[src/rtl/tcce_pkg.sv]
package tcce_pkg;

  localparam int COL_W   = 7;
  localparam int ROW_W   = 5;
  localparam int COORD_W = 10;

  localparam int OUTQ_DEPTH = 4;
  localparam int OUTQ_PTR_W = 2;
  localparam int OUTQ_CNT_W = 3;

  localparam logic [7:0] CH_TAB   = 8'h09;
  localparam logic [7:0] CH_LF    = 8'h0A;
  localparam logic [7:0] CH_FF    = 8'h0C;
  localparam logic [7:0] CH_CR    = 8'h0D;
  localparam logic [7:0] CH_ESC   = 8'h1B;
  localparam logic [7:0] CH_DEL   = 8'h7F;
  localparam logic [7:0] CH_SPACE = 8'h20;

  localparam logic [3:0] FORE_RESET = 4'd7;
  localparam logic [3:0] BACK_RESET = 4'd1;

  localparam logic [7:0] LEVEL_BRIGHT_ON  = 8'd255;
  localparam logic [7:0] LEVEL_BRIGHT_OFF = 8'd82;
  localparam logic [7:0] LEVEL_NORMAL_ON  = 8'd172;
  localparam logic [7:0] LEVEL_NORMAL_OFF = 8'd0;

  typedef enum logic [1:0] {
    CMD_DRAW   = 2'd0,
    CMD_CLEAR  = 2'd1,
    CMD_SCROLL = 2'd2
  } cmd_code_t;

  typedef struct packed {
    cmd_code_t            cmd;
    logic [7:0]           glyph;
    logic [COORD_W-1:0]   px;
    logic [COORD_W-1:0]   py;
    logic [7:0]           fg_red;
    logic [7:0]           fg_green;
    logic [7:0]           fg_blue;
    logic [7:0]           bg_red;
    logic [7:0]           bg_green;
    logic [7:0]           bg_blue;
    logic                 last;
  } cmd_item_t;

  function automatic logic [7:0] level(logic bright, logic on);
    logic [7:0] v;
    if (bright) begin
      v = on ? LEVEL_BRIGHT_ON : LEVEL_BRIGHT_OFF;
    end else begin
      v = on ? LEVEL_NORMAL_ON : LEVEL_NORMAL_OFF;
    end
    return v;
  endfunction

  function automatic cmd_item_t make_item(cmd_code_t cmd, logic [7:0] glyph,
                                          logic [COORD_W-1:0] px,
                                          logic [COORD_W-1:0] py,
                                          logic [3:0] fore, logic [3:0] back,
                                          logic last);
    cmd_item_t it;
    it.cmd      = cmd;
    it.glyph    = glyph;
    it.px       = px;
    it.py       = py;
    it.fg_red   = level(fore[3], fore[2]);
    it.fg_green = level(fore[3], fore[1]);
    it.fg_blue  = level(fore[3], fore[0]);
    it.bg_red   = level(back[3], back[2]);
    it.bg_green = level(back[3], back[1]);
    it.bg_blue  = level(back[3], back[0]);
    it.last     = last;
    return it;
  endfunction

endpackage

[src/rtl/tcce_ifs.sv]
interface tcce_char_if;
  logic       valid;
  logic       ready;
  logic [7:0] ch;

  modport source (output valid, output ch, input ready);
  modport sink   (input valid, input ch, output ready);
endinterface

interface tcce_cmd_if;
  logic                         valid;
  logic                         ready;
  logic [1:0]                   cmd;
  logic [7:0]                   glyph;
  logic [tcce_pkg::COORD_W-1:0] px;
  logic [tcce_pkg::COORD_W-1:0] py;
  logic [7:0]                   fg_red;
  logic [7:0]                   fg_green;
  logic [7:0]                   fg_blue;
  logic [7:0]                   bg_red;
  logic [7:0]                   bg_green;
  logic [7:0]                   bg_blue;
  logic                         last;

  modport source (output valid, output cmd, output glyph, output px, output py,
                  output fg_red, output fg_green, output fg_blue,
                  output bg_red, output bg_green, output bg_blue, output last,
                  input ready);
  modport sink   (input valid, input cmd, input glyph, input px, input py,
                  input fg_red, input fg_green, input fg_blue,
                  input bg_red, input bg_green, input bg_blue, input last,
                  output ready);
endinterface

[src/rtl/text_console_cursor_engine_unit.sv]
// A character is captured in the input register, decoded from there once the command
// queue has room for two commands, and its commands are written into the queue for cmds.
// Throughput: one character per cycle while the four-entry queue has room for two commands;
// one command leaves per cycle while cmds.ready is high, so two-command characters set the pace.
// Reset (rst, synchronous): cursor at origin, no escape pending, colors 7 on 1,
// input register and command queue empty.
module text_console_cursor_engine_unit #(
  parameter int COLUMNS     = 80,
  parameter int ROWS        = 30,
  parameter int CELL_WIDTH  = 10,
  parameter int CELL_HEIGHT = 20
) (
  input  logic          clk,
  input  logic          rst,
  tcce_char_if.sink     chars,
  tcce_cmd_if.source    cmds
);

  logic [7:0]                          ch_q;
  logic                                ch_valid;
  logic                                fire;
  logic                                valid0;
  logic                                valid1;
  tcce_pkg::cmd_item_t                 item0;
  tcce_pkg::cmd_item_t                 item1;
  tcce_pkg::cmd_item_t                 head;
  logic [tcce_pkg::OUTQ_CNT_W-1:0]     count;
  logic                                rd;

  assign fire        = ch_valid && (count <= tcce_pkg::OUTQ_CNT_W'(tcce_pkg::OUTQ_DEPTH - 2));
  assign chars.ready = !ch_valid || fire;
  assign rd          = cmds.valid && cmds.ready;

  always_ff @(posedge clk) begin
    if (rst) begin
      ch_valid <= 1'b0;
    end else if (chars.ready) begin
      ch_valid <= chars.valid;
    end
  end

  always_ff @(posedge clk) begin
    if (chars.valid && chars.ready) begin
      ch_q <= chars.ch;
    end
  end

  tcce_step #(
    .COLUMNS     (COLUMNS),
    .ROWS        (ROWS),
    .CELL_WIDTH  (CELL_WIDTH),
    .CELL_HEIGHT (CELL_HEIGHT)
  ) u_step (
    .clk    (clk),
    .rst    (rst),
    .ch     (ch_q),
    .fire   (fire),
    .valid0 (valid0),
    .valid1 (valid1),
    .item0  (item0),
    .item1  (item1)
  );

  tcce_outq u_outq (
    .clk   (clk),
    .rst   (rst),
    .wr0   (fire && valid0),
    .wr1   (fire && valid1),
    .d0    (item0),
    .d1    (item1),
    .rd    (rd),
    .head  (head),
    .count (count)
  );

  assign cmds.valid    = (count != '0);
  assign cmds.cmd      = head.cmd;
  assign cmds.glyph    = head.glyph;
  assign cmds.px       = head.px;
  assign cmds.py       = head.py;
  assign cmds.fg_red   = head.fg_red;
  assign cmds.fg_green = head.fg_green;
  assign cmds.fg_blue  = head.fg_blue;
  assign cmds.bg_red   = head.bg_red;
  assign cmds.bg_green = head.bg_green;
  assign cmds.bg_blue  = head.bg_blue;
  assign cmds.last     = head.last;

endmodule

[src/rtl/tcce_step.sv]
module tcce_step #(
  parameter int COLUMNS     = 80,
  parameter int ROWS        = 30,
  parameter int CELL_WIDTH  = 10,
  parameter int CELL_HEIGHT = 20
) (
  input  logic                clk,
  input  logic                rst,
  input  logic [7:0]          ch,
  input  logic                fire,
  output logic                valid0,
  output logic                valid1,
  output tcce_pkg::cmd_item_t item0,
  output tcce_pkg::cmd_item_t item1
);

  localparam int SCROLL_Y = (ROWS - 1) * CELL_HEIGHT;

  logic [tcce_pkg::ROW_W-1:0] cursor_row;
  logic [tcce_pkg::COL_W-1:0] cursor_col;
  logic                       escape_pending;
  logic [3:0]                 fore_index;
  logic [3:0]                 back_index;

  logic [tcce_pkg::ROW_W:0]   row_next;
  logic [tcce_pkg::COL_W:0]   col_next;
  logic                       escape_pending_next;
  logic [3:0]                 fore_index_next;
  logic [3:0]                 back_index_next;

  logic [tcce_pkg::ROW_W-1:0] pos_row;
  logic [tcce_pkg::COL_W-1:0] pos_col;
  logic [11:0]                px_full;
  logic [11:0]                py_full;
  logic [tcce_pkg::COL_W:0]   tab_col;
  logic                       draw;
  logic                       scroll;
  tcce_pkg::cmd_code_t        draw_cmd;
  logic [7:0]                 draw_glyph;
  tcce_pkg::cmd_item_t        draw_item;
  tcce_pkg::cmd_item_t        scroll_item;

  always_comb begin
    row_next            = {1'b0, cursor_row};
    col_next            = {1'b0, cursor_col};
    escape_pending_next = escape_pending;
    fore_index_next     = fore_index;
    back_index_next     = back_index;
    draw                = 1'b0;
    draw_cmd            = tcce_pkg::CMD_DRAW;
    draw_glyph          = ch;
    pos_row             = cursor_row;
    pos_col             = cursor_col;
    tab_col             = {({1'b0, cursor_col[tcce_pkg::COL_W-1:3]} + 5'd1), 3'b000};
    if (escape_pending) begin
      escape_pending_next = 1'b0;
      back_index_next     = ch[7:4];
      fore_index_next     = ch[3:0];
    end else begin
      unique case (ch)
        tcce_pkg::CH_LF: begin
          row_next = {1'b0, cursor_row} + 6'd1;
          col_next = '0;
        end
        tcce_pkg::CH_CR: begin
          col_next = '0;
        end
        tcce_pkg::CH_TAB: begin
          if (tab_col >= 8'(COLUMNS)) begin
            col_next = '0;
            row_next = {1'b0, cursor_row} + 6'd1;
          end else begin
            col_next = tab_col;
          end
        end
        tcce_pkg::CH_FF: begin
          row_next   = '0;
          col_next   = '0;
          draw       = 1'b1;
          draw_cmd   = tcce_pkg::CMD_CLEAR;
          draw_glyph = tcce_pkg::CH_SPACE;
          pos_row    = '0;
          pos_col    = '0;
        end
        tcce_pkg::CH_DEL: begin
          if (cursor_col != '0) begin
            pos_col = cursor_col - 7'd1;
          end else if (cursor_row != '0) begin
            pos_row = cursor_row - 5'd1;
            pos_col = 7'(COLUMNS - 1);
          end
          row_next   = {1'b0, pos_row};
          col_next   = {1'b0, pos_col};
          draw       = 1'b1;
          draw_glyph = tcce_pkg::CH_SPACE;
        end
        tcce_pkg::CH_ESC: begin
          escape_pending_next = 1'b1;
        end
        default: begin
          draw     = 1'b1;
          col_next = {1'b0, cursor_col} + 8'd1;
          if (col_next >= 8'(COLUMNS)) begin
            col_next = '0;
            row_next = {1'b0, cursor_row} + 6'd1;
          end
        end
      endcase
    end
    scroll = (row_next >= 6'(ROWS));
    if (scroll) begin
      row_next = 6'(ROWS - 1);
      col_next = '0;
    end
  end

  assign px_full = 12'(pos_col) * 12'(CELL_WIDTH);
  assign py_full = 12'(pos_row) * 12'(CELL_HEIGHT);

  assign draw_item = tcce_pkg::make_item(draw_cmd, draw_glyph,
                                         px_full[tcce_pkg::COORD_W-1:0],
                                         py_full[tcce_pkg::COORD_W-1:0],
                                         fore_index, back_index, !scroll);
  assign scroll_item = tcce_pkg::make_item(tcce_pkg::CMD_SCROLL, tcce_pkg::CH_SPACE,
                                           '0, tcce_pkg::COORD_W'(SCROLL_Y),
                                           fore_index, back_index, 1'b1);

  assign valid0 = draw || scroll;
  assign valid1 = draw && scroll;
  assign item0  = draw ? draw_item : scroll_item;
  assign item1  = scroll_item;

  always_ff @(posedge clk) begin
    if (rst) begin
      cursor_row     <= '0;
      cursor_col     <= '0;
      escape_pending <= 1'b0;
      fore_index     <= tcce_pkg::FORE_RESET;
      back_index     <= tcce_pkg::BACK_RESET;
    end else if (fire) begin
      cursor_row     <= row_next[tcce_pkg::ROW_W-1:0];
      cursor_col     <= col_next[tcce_pkg::COL_W-1:0];
      escape_pending <= escape_pending_next;
      fore_index     <= fore_index_next;
      back_index     <= back_index_next;
    end
  end

endmodule

[src/rtl/tcce_outq.sv]
module tcce_outq (
  input  logic                                clk,
  input  logic                                rst,
  input  logic                                wr0,
  input  logic                                wr1,
  input  tcce_pkg::cmd_item_t                 d0,
  input  tcce_pkg::cmd_item_t                 d1,
  input  logic                                rd,
  output tcce_pkg::cmd_item_t                 head,
  output logic [tcce_pkg::OUTQ_CNT_W-1:0]     count
);

  tcce_pkg::cmd_item_t                 mem [tcce_pkg::OUTQ_DEPTH];
  logic [tcce_pkg::OUTQ_PTR_W-1:0]     wp;
  logic [tcce_pkg::OUTQ_PTR_W-1:0]     rp;
  logic [tcce_pkg::OUTQ_PTR_W-1:0]     wp1;
  logic [tcce_pkg::OUTQ_CNT_W-1:0]     count_next;

  assign wp1  = wp + 2'd1;
  assign head = mem[rp];

  always_comb begin
    count_next = count + tcce_pkg::OUTQ_CNT_W'(wr0) + tcce_pkg::OUTQ_CNT_W'(wr1)
               - tcce_pkg::OUTQ_CNT_W'(rd);
  end

  always_ff @(posedge clk) begin
    if (wr0) begin
      mem[wp] <= d0;
    end
    if (wr1) begin
      mem[wp1] <= d1;
    end
  end

  always_ff @(posedge clk) begin
    if (rst) begin
      wp    <= '0;
      rp    <= '0;
      count <= '0;
    end else begin
      wp    <= wp + tcce_pkg::OUTQ_PTR_W'(wr0) + tcce_pkg::OUTQ_PTR_W'(wr1);
      rp    <= rp + tcce_pkg::OUTQ_PTR_W'(rd);
      count <= count_next;
    end
  end

endmodule

[src/flat_wrapper.sv]
// flat-port wrapper written by rule: the top's interface ports become plain ports
module text_console_cursor_engine_unit_flat 
#(
  parameter int COLUMNS     = 80,
  parameter int ROWS        = 30,
  parameter int CELL_WIDTH  = 10,
  parameter int CELL_HEIGHT = 20
)
  (clk, rst, chars_valid, chars_ch, chars_ready, cmds_valid, cmds_cmd, cmds_glyph, cmds_px, cmds_py, cmds_fg_red, cmds_fg_green, cmds_fg_blue, cmds_bg_red, cmds_bg_green, cmds_bg_blue, cmds_last, cmds_ready);
  tcce_char_if chars_i ();
  tcce_cmd_if cmds_i ();
  input  logic clk;
  input  logic rst;
  input wire logic [$bits(chars_i.valid)-1:0] chars_valid;
  input wire logic [$bits(chars_i.ch)-1:0] chars_ch;
  output wire logic [$bits(chars_i.ready)-1:0] chars_ready;
  output wire logic [$bits(cmds_i.valid)-1:0] cmds_valid;
  output wire logic [$bits(cmds_i.cmd)-1:0] cmds_cmd;
  output wire logic [$bits(cmds_i.glyph)-1:0] cmds_glyph;
  output wire logic [$bits(cmds_i.px)-1:0] cmds_px;
  output wire logic [$bits(cmds_i.py)-1:0] cmds_py;
  output wire logic [$bits(cmds_i.fg_red)-1:0] cmds_fg_red;
  output wire logic [$bits(cmds_i.fg_green)-1:0] cmds_fg_green;
  output wire logic [$bits(cmds_i.fg_blue)-1:0] cmds_fg_blue;
  output wire logic [$bits(cmds_i.bg_red)-1:0] cmds_bg_red;
  output wire logic [$bits(cmds_i.bg_green)-1:0] cmds_bg_green;
  output wire logic [$bits(cmds_i.bg_blue)-1:0] cmds_bg_blue;
  output wire logic [$bits(cmds_i.last)-1:0] cmds_last;
  input wire logic [$bits(cmds_i.ready)-1:0] cmds_ready;
  assign chars_i.valid = chars_valid;
  assign chars_i.ch = chars_ch;
  assign chars_ready = chars_i.ready;
  assign cmds_valid = cmds_i.valid;
  assign cmds_cmd = cmds_i.cmd;
  assign cmds_glyph = cmds_i.glyph;
  assign cmds_px = cmds_i.px;
  assign cmds_py = cmds_i.py;
  assign cmds_fg_red = cmds_i.fg_red;
  assign cmds_fg_green = cmds_i.fg_green;
  assign cmds_fg_blue = cmds_i.fg_blue;
  assign cmds_bg_red = cmds_i.bg_red;
  assign cmds_bg_green = cmds_i.bg_green;
  assign cmds_bg_blue = cmds_i.bg_blue;
  assign cmds_last = cmds_i.last;
  assign cmds_i.ready = cmds_ready;
  text_console_cursor_engine_unit #(.COLUMNS(COLUMNS), .ROWS(ROWS), .CELL_WIDTH(CELL_WIDTH), .CELL_HEIGHT(CELL_HEIGHT)) u_core (.clk(clk), .rst(rst), .chars(chars_i), .cmds(cmds_i));
endmodule
[config.mk]
export PLATFORM = sky130hd
export DESIGN_NAME = text_console_cursor_engine_unit_flat
export DESIGN_NICKNAME = d
export VERILOG_FILES = /design/src/rtl/tcce_pkg.sv /design/src/rtl/tcce_ifs.sv /design/src/rtl/text_console_cursor_engine_unit.sv /design/src/rtl/tcce_step.sv /design/src/rtl/tcce_outq.sv /design/src/flat_wrapper.sv
export SDC_FILE = /design/constraint.sdc
export NUM_CORES = 1
export LEC_CHECK = 0
export ABC_CLOCK_PERIOD_IN_PS = 5700
export BUFFER_PORTS_ARGS = -buffer_cell sky130_fd_sc_hd__buf_2
export CORE_AREA = 2 2 161 163
export CTS_BUF_LIST = sky130_fd_sc_hd__clkbuf_8
export DETAILED_ROUTE_END_ITERATION = 7
export DIE_AREA = 0 0 163 165
export GPL_TIMING_DRIVEN = 0
export HOLD_SLACK_MARGIN = 0.02
export PLACE_DENSITY = 0.66
export REMOVE_ABC_BUFFERS = 1
export SLEW_MARGIN = 0
export SYNTH_ARGS = -nofsm -noshare
export SYNTH_HDL_FRONTEND = slang
export SYNTH_SLANG_ARGS = --single-unit
export TNS_END_PERCENT = 50
[constraint.sdc]
create_clock -name clk -period 5.7 [get_ports clk]
set_input_delay 0.855 -clock clk [delete_from_list [all_inputs] [get_ports clk]]
set_output_delay 0.855 -clock clk [all_outputs]
set_load 0.02 [all_outputs]
==> impl_metrics.toml <==
[hold_path]
worstHoldStart = "u_core.u_outq.mem[3][62]$_SDFFE_PP0P_"
hold_path_depth = 2
hold_path_class = "register to register"
min_to = "u_core.u_outq.mem[3][62]$_SDFFE_PP0P_"

[routing]
finalWirelength_um = 29700
viasPerCell = 5.94
vias = 9196
first_iter_violations = 991
ant_nets = 0
dr.pass1.iters = 7
wl_per_cell_um = 19.2
drc = 0

[sta]
finalClockSkew_ps = 23.3
hold_violations = 0
setup_ws_ps = 569
setup_viol = 0
period_share = 0.900
timing.hold.ws_ps = 465
fin_crit_ps = 5130
max_freq_mhz = 195
drv_slew = 0
rsz0062_at_grt = "false"
slew_headroom = 0.0771
worstMarginPinSlew_ps = 1380

[logic_synthesis]
synth_xor_area_frac = 0.0125
syn_inst = 1178
mappedNetlistArea_um2 = 11200
yosys_most_used_dff = "dfxtp_1"
synth_edf_count = 64
synth-simple-area-share = 0.176
synth_compound_area_frac = 0.184
ys_ff_latch = 205
ys_types = 81
yosys_warnings = 0
synth_top_family_by_area = "compound AO/OA/AOI/OAI gates"
synth_mux_area_frac = 0.0895
synthAdderAreaFrac = 0.0392
synthArstFlopShare = 0
seq_area_frac_synth = 0.425
synth.avg_cell_area_um2 = 9.49

[global_route]
gr-total-overflow = 0
grt_pass1_wl_um = 47900
track_usage = 0.224
grt_start_max_net_pins = 50
grt_pass1_vias = 8762
antenna_found_initial = 0

[place]
hpwl_um = 19400
dpl_worst_slack_ps = -42.3
portBuffers = 89
gp_congestion = 0.899

[setup_path]
arrival_ps = 5520
end_kind = "register"
crit_fanout = 15
start_kind = "register"
worstPathRequired_ps = 6090
worst_r2r_path_depth = 14
rr_endpoint = "u_core.u_outq.count[1]$_SDFF_PP0_"
r2r_slack_ps = 570
regToRegStartpoint = "u_core.ch_q[0]$_DFFE_PP_"
critPathKind = "register to register"

[clock_network]
cts_max_path_buffers = 3
cts_tree = "done"
cts-root-buf = "clkbuf_8"
cts_setup_buffers = 0
worstSkewPairLatency_ps = 530
cts_buffers = 36
cts_hold_buf = 0
clk_pin_slew_worst_paths_ps = 70
ctsHtreeMaxLevel = 2
clock-sinks = 205

[layout]
most-common-layout-cells = "dfxtp_1, a21oi_1, o21ai_0, buf_2, nand3_1"
num-fill-cells = 2304
register_area_um2 = 4750
final_net_count = 1236
n_antenna_cell = 0
drive_above_1_share = 0.198
final_common_cell = "dfxtp_1"
syn2layout_area_growth_pct = 11.0
multi_input_area_um2 = 5690

[power]
leakage_nw = 4.68
combPwrFrac = 0.347
p_seq_frac = 0.390
pwr-share-clk = 0.263
p_sw_frac = 0.363
netSwitchingPower_mw = 1.81
power-per-cell-area_nw_per_um2 = 401
p_int_mw = 3.16
peakVddDrop_v = 0.000200

[floorplan]
ioPinCount = 93
die_x_um = 163
dieArea_um2 = 26900
initial_core_util = 0.446
coreArea_um2 = 25000
die-height_um = 165
rows = 58

[status]
status = "finished, final reports clean"

[job]
cap_violations = 0
==> worst max-delay path: stages (launching register included) <==
cell      delay (ps)
edfxtp_1         780
and4_1           320
and2_1           370
a21oi_1          250
o41a_1           490
a211oi_1         360
nor3_2           140
a31oi_2          710
nor2_1           240
inv_1            120
ha_1             240
fa_1             350
inv_1             70
fa_1             390
nor2b_1          130
==> routing by layer <==
metal | share of wire | routed length, um | GRT usage
met1 | 0.43 | 12800 | 0.310
met2 | 0.48 | 14200 | 0.367
met3 | 0.068 | 2020 | 0.0289
met4 | 0.023 | 683 | 0.0704
met5 | 0 | 0 | 0
==> cells in the mapped netlist (all sizes together), types with 4 or more instances <==
| master | instances | area share |
|---|---|---|
| o22ai | 5 | 0.0034 |
| buf | 67 | 0.042 |
| o21a | 7 | 0.0047 |
| edfxtp | 64 | 0.17 |
| and2 | 38 | 0.021 |
| nor2 | 63 | 0.021 |
| inv | 25 | 0.0084 |
| a21oi | 138 | 0.062 |
| xnor2 | 9 | 0.0071 |
| nor2b | 26 | 0.015 |
| nor3 | 19 | 0.0094 |
| mux4 | 42 | 0.085 |
| nand3 | 75 | 0.034 |
| or2 | 4 | 0.0022 |
| clkbuf | 68 | 0.023 |
| a211o | 7 | 0.0055 |
| dfxtp | 141 | 0.25 |
| o31ai | 8 | 0.0075 |
| and3 | 17 | 0.0095 |
| or3 | 9 | 0.0055 |
| a31oi | 6 | 0.0034 |
| nand4 | 21 | 0.012 |
| nand2b | 5 | 0.0028 |
| and4 | 5 | 0.0039 |
| xor2 | 7 | 0.0055 |
| fa | 5 | 0.0090 |
| ha | 27 | 0.030 |
| nor4 | 6 | 0.0034 |
| a211oi | 7 | 0.0047 |
| a22o | 7 | 0.0055 |
| a21o | 7 | 0.0047 |
| o21ai | 120 | 0.054 |
| nand2 | 69 | 0.023 |
==> stage by stage <==
stage               utilization  cell area, um^2  instances  TNS [ps]  power [mW]
floorplan                     -            10500       1045     -1800        3.12
global placement          0.452            11300       1464   -414340        3.61
detailed placement        0.467            11700       1483      -587        3.69
CTS                       0.494            12400       1546         0        5.00
global route              0.495            12400       1547         0        5.25
finish                    0.495            12400       1547         0        4.97
==> power groups by stage <==
stage	sequential, mW	clock [mW]	combinational (mW)
CTS	1.93	1.34	1.73
global placement	2.05	0	1.56
floorplan	1.96	0	1.16
detailed placement	1.96	0	1.73
finish	1.94	1.31	1.73
global route	1.96	1.40	1.88
==> what timing repair did <==
action / CTS / global route
hold endpoints to repair: 0 / 0
endpoints found under the setup margin: 14 / 0
gates resized for setup: 1 / 0
==> cells by family (layout without fill, tap and decap cells) <==
family	after synthesis	after routing
AOI/OAI and AO/OA	345	345
other	1	3
xor gates and xnor gates	16	16
DFF	205	205
muxes	47	47
buffers and inverters	161	198
adders and majority gates	32	32
and+or+nand+nor	371	371
==> flip-flops by register name, summed over array words and instances (netlist names) <==
| register | cells |
|---|---|
| u_core.ch_valid | 1 |
| u_core.u_outq.rp | 2 |
| u_core.u_outq.mem | 168 |
| u_core.u_step.cursor_col | 7 |
| u_core.u_outq.count | 3 |
| u_core.u_step.back_index | 4 |
| u_core.u_step.escape_pending | 1 |
| u_core.ch_q | 8 |
| u_core.u_step.fore_index | 4 |
| u_core.u_outq.wp | 2 |
| u_core.u_step.cursor_row | 5 |
==> worst max path at each step <==
stage	start	end	slack, ps	cells past startpoint
final	u_core.ch_q[0]$_DFFE_PP_	u_core.u_outq.count[1]$_SDFF_PP0_	570	14
after global routing	u_core.u_step.cursor_col[4]$_SDFFE_PP0P_	u_core.u_outq.count[1]$_SDFF_PP0_	180	15
after CTS	u_core.ch_q[0]$_DFFE_PP_	u_core.u_outq.count[1]$_SDFF_PP0_	100	14
after detailed placement	u_core.ch_q[7]$_DFFE_PP_	u_core.u_outq.mem[0][40]$_DFFE_PP_	-40	9
after global placement	u_core.ch_q[0]$_DFFE_PP_	u_core.u_outq.mem[1][67]$_SDFFE_PP0N_	-3490	9
after floorplan	u_core.ch_q[0]$_DFFE_PP_	u_core.u_outq.count[2]$_SDFF_PP0_	-330	14
==> cell type report <==
cell class	count	share of cell area
sequential	205	0.383
clock inverter	22	0.00978
clock buffer	41	0.0455
inverter	26	0.00787
timing repair buffer	109	0.0623
multi-input combinational	814	0.458
tap	330	0.0333
Power figures use the tool's default switching activity.
